==> src/tksu_pkg.sv <==
// ----------------------------------------------------------------------------
// tksu_pkg: shared constants for the streaming top-k selector
// Field widths and the reset value of the count register.
// ----------------------------------------------------------------------------
package tksu_pkg;

	localparam int VALUE_W = 31;
	localparam int RANK_W  = 4;
	localparam int CFG_W   = 5;

	localparam logic [CFG_W-1:0] CFG_RESET = 5'd16;

endpackage

==> src/tksu_insert.sv <==
// ----------------------------------------------------------------------------
// tksu_insert: sorted store with parallel insert
// Keeps the largest values of the current set in descending order and hands
// the updated store to the drain bank when the last value of a set arrives.
// ----------------------------------------------------------------------------
module tksu_insert #(
	parameter int TOP_K = 16
) (
	input  logic                                       clk,
	input  logic                                       arst_n,
	input  logic                                       in_fire,
	input  logic [tksu_pkg::VALUE_W-1:0]               value,
	input  logic                                       last,
	input  logic [tksu_pkg::CFG_W-1:0]                 count,
	output logic                                       load,
	output logic [$clog2(TOP_K+1)-1:0]                 load_count,
	output logic [TOP_K-1:0][tksu_pkg::VALUE_W-1:0]    load_data
);
	import tksu_pkg::*;

	localparam int CW = $clog2(TOP_K + 1);
	localparam int KW = (CW > CFG_W) ? CW : CFG_W;

	logic [TOP_K-1:0][VALUE_W-1:0] kept_q;
	logic [TOP_K-1:0][VALUE_W-1:0] nxt;
	logic [CW-1:0]                 held_q;
	logic [KW-1:0]                 cnt_ext;
	logic [KW-1:0]                 k;
	logic [KW-1:0]                 held_ext;
	logic [KW-1:0]                 h;
	logic [KW-1:0]                 new_h;
	logic [TOP_K-1:0]              ge;
	logic                          reject;

	always_comb begin
		cnt_ext = KW'(count);
		if (cnt_ext == '0) begin
			k = KW'(1);
		end else if (cnt_ext > KW'(TOP_K)) begin
			k = KW'(TOP_K);
		end else begin
			k = cnt_ext;
		end

		// drop surplus entries when the count was lowered mid-set
		held_ext = KW'(held_q);
		h = (held_ext > k) ? k : held_ext;

		for (int i = 0; i < TOP_K; i++) begin
			ge[i] = (KW'(i) < h) && (kept_q[i] >= value);
		end

		// store full and every kept value at least as large: no insert
		reject = 1'b0;
		for (int i = 0; i < TOP_K; i++) begin
			if (KW'(i) == k - KW'(1)) begin
				reject = ge[i];
			end
		end

		nxt[0] = ge[0] ? kept_q[0] : value;
		for (int i = 1; i < TOP_K; i++) begin
			if (ge[i]) begin
				nxt[i] = kept_q[i];
			end else if (ge[i-1]) begin
				nxt[i] = value;
			end else begin
				nxt[i] = kept_q[i-1];
			end
		end

		if (reject) begin
			new_h = h;
		end else if (h < k) begin
			new_h = h + KW'(1);
		end else begin
			new_h = h;
		end
	end

	assign load       = in_fire && last;
	assign load_count = CW'(new_h);
	assign load_data  = nxt;

	always_ff @(posedge clk or negedge arst_n) begin
		if (!arst_n) begin
			held_q <= '0;
		end else if (in_fire) begin
			held_q <= last ? '0 : CW'(new_h);
		end
	end

	always_ff @(posedge clk) begin
		if (in_fire) begin
			kept_q <= nxt;
		end
	end

endmodule

==> src/tksu_drain.sv <==
// ----------------------------------------------------------------------------
// tksu_drain: result bank and emitter
// Holds one finished set and shifts it out largest first, one per cycle unless stalled.
// ----------------------------------------------------------------------------
module tksu_drain #(
	parameter int TOP_K = 16
) (
	input  logic                                       clk,
	input  logic                                       arst_n,
	input  logic                                       load,
	input  logic [$clog2(TOP_K+1)-1:0]                 load_count,
	input  logic [TOP_K-1:0][tksu_pkg::VALUE_W-1:0]    load_data,
	input  logic                                       out_stall,
	output logic                                       out_valid,
	output logic [tksu_pkg::VALUE_W-1:0]               ranked_value,
	output logic [tksu_pkg::RANK_W-1:0]                rank,
	output logic                                       final_res,
	output logic                                       busy
);
	import tksu_pkg::*;

	localparam int CW = $clog2(TOP_K + 1);

	logic [TOP_K-1:0][VALUE_W-1:0] bank_q;
	logic [CW-1:0]                 left_q;
	logic [RANK_W-1:0]             rank_q;
	logic                          busy_q;
	logic                          fire;
	logic                          done;

	assign fire         = busy_q && !out_stall;
	// the bank frees at the edge that delivers the final transaction
	assign done         = fire && (left_q == CW'(1));
	assign out_valid    = busy_q;
	assign busy         = busy_q && !done;
	assign ranked_value = bank_q[0];
	assign rank         = rank_q;
	assign final_res    = (left_q == CW'(1));

	always_ff @(posedge clk or negedge arst_n) begin
		if (!arst_n) begin
			busy_q <= 1'b0;
			left_q <= '0;
			rank_q <= '0;
		end else if (load) begin
			busy_q <= 1'b1;
			left_q <= load_count;
			rank_q <= '0;
		end else if (fire) begin
			left_q <= left_q - CW'(1);
			rank_q <= rank_q + RANK_W'(1);
			if (left_q == CW'(1)) begin
				busy_q <= 1'b0;
			end
		end
	end

	// advance the bank by one entry per delivered transaction
	always_ff @(posedge clk) begin
		if (load) begin
			bank_q <= load_data;
		end else if (fire) begin
			for (int i = 0; i < TOP_K - 1; i++) begin
				bank_q[i] <= bank_q[i+1];
			end
		end
	end

endmodule

==> src/streaming_top_k_selector_unit.sv <==
// ----------------------------------------------------------------------------
// streaming_top_k_selector_unit: streaming top-k selection
// Latency: the first result shows the cycle after the last value is taken.
// Throughput: one value, one result per cycle unless stalled; n per set.
// A last value waits until the final result of the previous set is taken.
// Reset clears the held count, the drain state and sets the count to 16.
// ----------------------------------------------------------------------------
module streaming_top_k_selector_unit #(
	parameter int TOP_K = 16
) (
	input  logic                             clk,
	input  logic                             arst_n,
	input  logic                             cfg_we,
	input  logic [tksu_pkg::CFG_W-1:0]       cfg_wdata,
	input  logic                             in_valid,
	output logic                             in_stall,
	input  logic [tksu_pkg::VALUE_W-1:0]     value,
	input  logic                             last,
	output logic                             out_valid,
	input  logic                             out_stall,
	output logic [tksu_pkg::VALUE_W-1:0]     ranked_value,
	output logic [tksu_pkg::RANK_W-1:0]      rank,
	output logic                             final_res
);
	import tksu_pkg::*;

	localparam int CW = $clog2(TOP_K + 1);

	logic [CFG_W-1:0]              count_q;
	logic                          in_fire;
	logic                          load;
	logic [CW-1:0]                 load_count;
	logic [TOP_K-1:0][VALUE_W-1:0] load_data;
	logic                          busy;

	always_ff @(posedge clk or negedge arst_n) begin
		if (!arst_n) begin
			count_q <= CFG_RESET;
		end else if (cfg_we) begin
			count_q <= cfg_wdata;
		end
	end

	// hold a last value until the drain bank is free
	assign in_stall = last && busy;
	assign in_fire  = in_valid && !in_stall;

	tksu_insert #(.TOP_K(TOP_K)) u_insert (
		.clk        (clk),
		.arst_n     (arst_n),
		.in_fire    (in_fire),
		.value      (value),
		.last       (last),
		.count      (count_q),
		.load       (load),
		.load_count (load_count),
		.load_data  (load_data)
	);

	tksu_drain #(.TOP_K(TOP_K)) u_drain (
		.clk          (clk),
		.arst_n       (arst_n),
		.load         (load),
		.load_count   (load_count),
		.load_data    (load_data),
		.out_stall    (out_stall),
		.out_valid    (out_valid),
		.ranked_value (ranked_value),
		.rank         (rank),
		.final_res    (final_res),
		.busy         (busy)
	);

endmodule

==> config.mk <==
export PLATFORM = sky130hd
export DESIGN_NAME = streaming_top_k_selector_unit
export DESIGN_NICKNAME = d
export VERILOG_FILES = /design/src/tksu_pkg.sv /design/src/tksu_insert.sv /design/src/tksu_drain.sv /design/src/streaming_top_k_selector_unit.sv
export SDC_FILE = /design/constraint.sdc
export NUM_CORES = 2
export LEC_CHECK = 0
export BUFFER_PORTS_ARGS = -buffer_cell sky130_fd_sc_hd__buf_2
export CORE_ASPECT_RATIO = 0.6
export CORE_UTILIZATION = 29
export DETAILED_ROUTE_END_ITERATION = 16
export PLACE_DENSITY_LB_ADDON = 0.3
export SLEW_MARGIN = 5
export SYNTH_ARGS = -nofsm -noshare
export SYNTH_HDL_FRONTEND = slang
export SYNTH_SLANG_ARGS = --single-unit
==> constraint.sdc <==
create_clock -name clk -period 24.2 [get_ports clk]
set_clock_uncertainty 0.15 [all_clocks]
set_input_delay 4.84 -clock clk [delete_from_list [all_inputs] [get_ports clk]]
set_output_delay 4.84 -clock clk [all_outputs]
set_load 0.02 [all_outputs]
==> metrics <==
R2R Path End=u_drain.bank_q[64]; clk slew on worst S/H paths=60 ps; largest cells by area after synthesis=edfxtp_1 51%, ha_1 11%, nand2_1 10%, a21oi_1 5.5%, mux2i_1 4.5%; Max-Cap Viols=0; Port Buffers=79; WL/cell=20.0 um; gpl congestion=0.868; Crit path required time=19210 ps; Cell Pwr Density=139 nW/um^2; post-route setup TNS=0 ps; Post-Place Worst Slack=13300 ps; Period Utilization, post-route=43.8%; Die ar.=202000 sq um; Comb power frac=42.1%; Psw=3.63 mW; status=finished clean; number of routed nets with antenna violations=0; Non-Filler Instances=8489; Switching Fraction=40.8%; initial antenna violation count=27; Yosys reg bits=1012; max-slew violations=0; layout net count=6332; Worst path max stage delay=190 ps; Die Ht=348 um; gr usage total=16.5%; Initial Util=29.3%; Min-Delay Path Class=reg2reg; worst slew pin tran=1350 ps; setup repair after global routing missed its margin=false; Final Hold Slack=357 ps; Core Region=198000 sq um; GRT met2 Usage=21.5%; clock power share=18.2%; top-count cell post-synth=nand2_1; cell accounting for the most synthesized area=edfxtp_1; hold_sp=u_drain.bank_q[266]; maximum fanout along the worst path=3; vias in the first global route=40100; Clk Latency, worst-skew pair=710 ps; TritonCTS clock tree=built; synth warn=0; gr busiest metal=met1; crit path launch=out_stall; startpoint types=primary input; IO Pins=80; dpl cells=8304; Seq/Total Area, Yosys=52.3%; routed wire length=170000 um; drt pass-1 iters=6; Worst EP arrival=5610 ps; root buf cell=clkbuf_16; CTS buffer count=99; Final min period=10600 ps; DR iter-0 viols=4528; layout cells sized above 1=6.30%; die outline width=579 um; first-pass GRT wire length=257000 um; async set or reset register ratio after synthesis=1.98%; Detail Placement HPWL=116000 um; Distinct cells, synth=79; H-Tree Depth=3; Synth top area share=51.4%; vias per cell=5.03; postcts setup bufs=0; row cnt=126; DR DRC count=0; setup violators final=0; Synth Flop Type=edfxtp_1; area grow syn2layout=10.9%; Max VDD drop=0.0869 mV; CTS Sinks=1012; worst r2r path cells=11; CP Depth=7; reg2reg start=u_drain.left_q[1]; Syn Nets=6427; sequential share of power=39.7%; post-cts sizing count=0; Pint=5.28 mW; met1 GRT Util=27.5%; Top delay family on crit path=simple AND/OR/NAND/NOR gates; crit-path cells=buf_2 > nand2b_1 > nand2_1 > inv_1 > nand2_1 > inv_1 > buf_2; synth cell count leaders=1610 x nand2_1, 992 x edfxtp_1, 642 x a21oi_1, 565 x nor2_1, 509 x ha_1; Pleak=25.6 nW; Clock Path Buffers=3; EDFF count, synth=992; Mean Syn Cell Area=9.87 sq um; Mapped Cells=5876; Hold Violations, Final=0; Achievable Freq=0.0943 GHz; Slew HR=9.62%; Via Count=42700; PnR worst setup slack=13600 ps; met3 GRT Util=2.67%; critical path capture point type=output pin; CP bufs+invs=4; fillers=20000; Worst R2R Setup Slack=17420 ps; Hold Buf Count CTS=0; slowest CP cell=nand2_1; post-synth design cell area=58000 sq um; Setup CP Type=in2out; worst setup path endpoint=in_stall; pin count of the biggest net entering global routing=178; GRT Residual Overflow=0; final core utilization=32.5%
## kinds of logic after synthesis
kind of cell | count (synthesis) | synth area share, %
DFF | 1012 | 52.3
muxes | 299 | 5.24
buffers and inverters | 425 | 3.00
xor gates and xnor gates | 8 | 0.121
adders and majority gates | 509 | 11.0
AOI/OAI and AO/OA | 1200 | 11.7
and+or+nand+nor | 2423 | 16.7
## worst min-delay path by stage
stage | cells after the start | to
after floorplan | 2 | u_drain.ranked_value[0]
after CTS | 2 | u_drain.bank_q[235]
final | 2 | u_drain.bank_q[235]
after global placement | 2 | u_drain.bank_q[391]
after global routing | 2 | u_drain.bank_q[366]
after detailed placement | 2 | u_drain.bank_q[447]
## power by group through the flow
stage | sequential (mW) | combinational, mW | clock [mW]
2_1_floorplan | 3.51 | 2.82 | 0
3_3_place_gp | 3.54 | 3.61 | 0
3_5_place_dp | 3.54 | 3.73 | 0
4_1_cts | 3.52 | 3.74 | 1.65
5_1_grt | 3.61 | 4.25 | 1.71
6_report | 3.54 | 3.76 | 1.62
## sequential cells by signal, indices dropped and copies added, names as in the netlist
register              cells
u_drain.rank              4
u_drain.ranked_value     31
u_drain.out_valid         1
count_q                   5
u_drain.bank_q          465
u_insert.kept_q         496
u_drain.left_q            5
u_insert.held_ext         5
## cell type report
class                   count  area, sq um  area share [%]
clock inverters            61          604           0.940
multi-input cells        4439        26100            40.7
flip-flops and latches   1012        30300            47.1
inverters                  76          300           0.467
well taps                2624         3280            5.11
diodes                      5         12.5          0.0195
repair buffers            153         1000            1.56
clock buffers             119         2640            4.10
## metrics by stage
stage / area, sq um / power [mW]
after detailed placement: 61000 / 7.27
final: 64300 / 8.92
after global routing: 64300 / 9.57
after global placement: 61000 / 7.15
after floorplan: 58000 / 6.33
after CTS: 64300 / 8.92
## routing by layer
| metal | wire [um] | share of wire [%] | vias to the layer above |
|---|---|---|---|
| met2 | 63500 | 37 | 1440 |
| li1 | - | - | 20800 |
| met3 | 11900 | 7.0 | 195 |
| met5 | 0 | 0 | - |
| met4 | 3410 | 2.0 | 0 |
| met1 | 90900 | 54 | 20300 |
## worst min-delay path, cell delays in order, from the launching register on
cell      delay (ps)
edfxtp_1         320
nand2_1           50
nand2_1           50
## placed cells by master, fill, tap and decap left out, types with 9 or more instances in the layout
cell type and count:
a211oi_1 29, a21o_1 79, a21oi_1 641, a31oi_1 9, and3_1 14, buf_2 79, buf_4 70, bufinv_16 12
clkbuf_1 14, clkbuf_16 101, clkinv_1 54, clkinv_2 18, dfrtp_1 19, edfxtp_1 992, ha_1 509, inv_1 42
mux2_2 37, mux2i_1 262, nand2_1 1607, nand2b_1 20, nand3_1 54, nand4_1 71, nor2_1 564, nor2b_1 24
nor3_1 16, nor4_1 13, o211ai_1 15, o21a_1 15, o21ai_0 299, o21bai_1 9, o31ai_1 9
No activity file was read; power rests on OpenSTA's default activity.
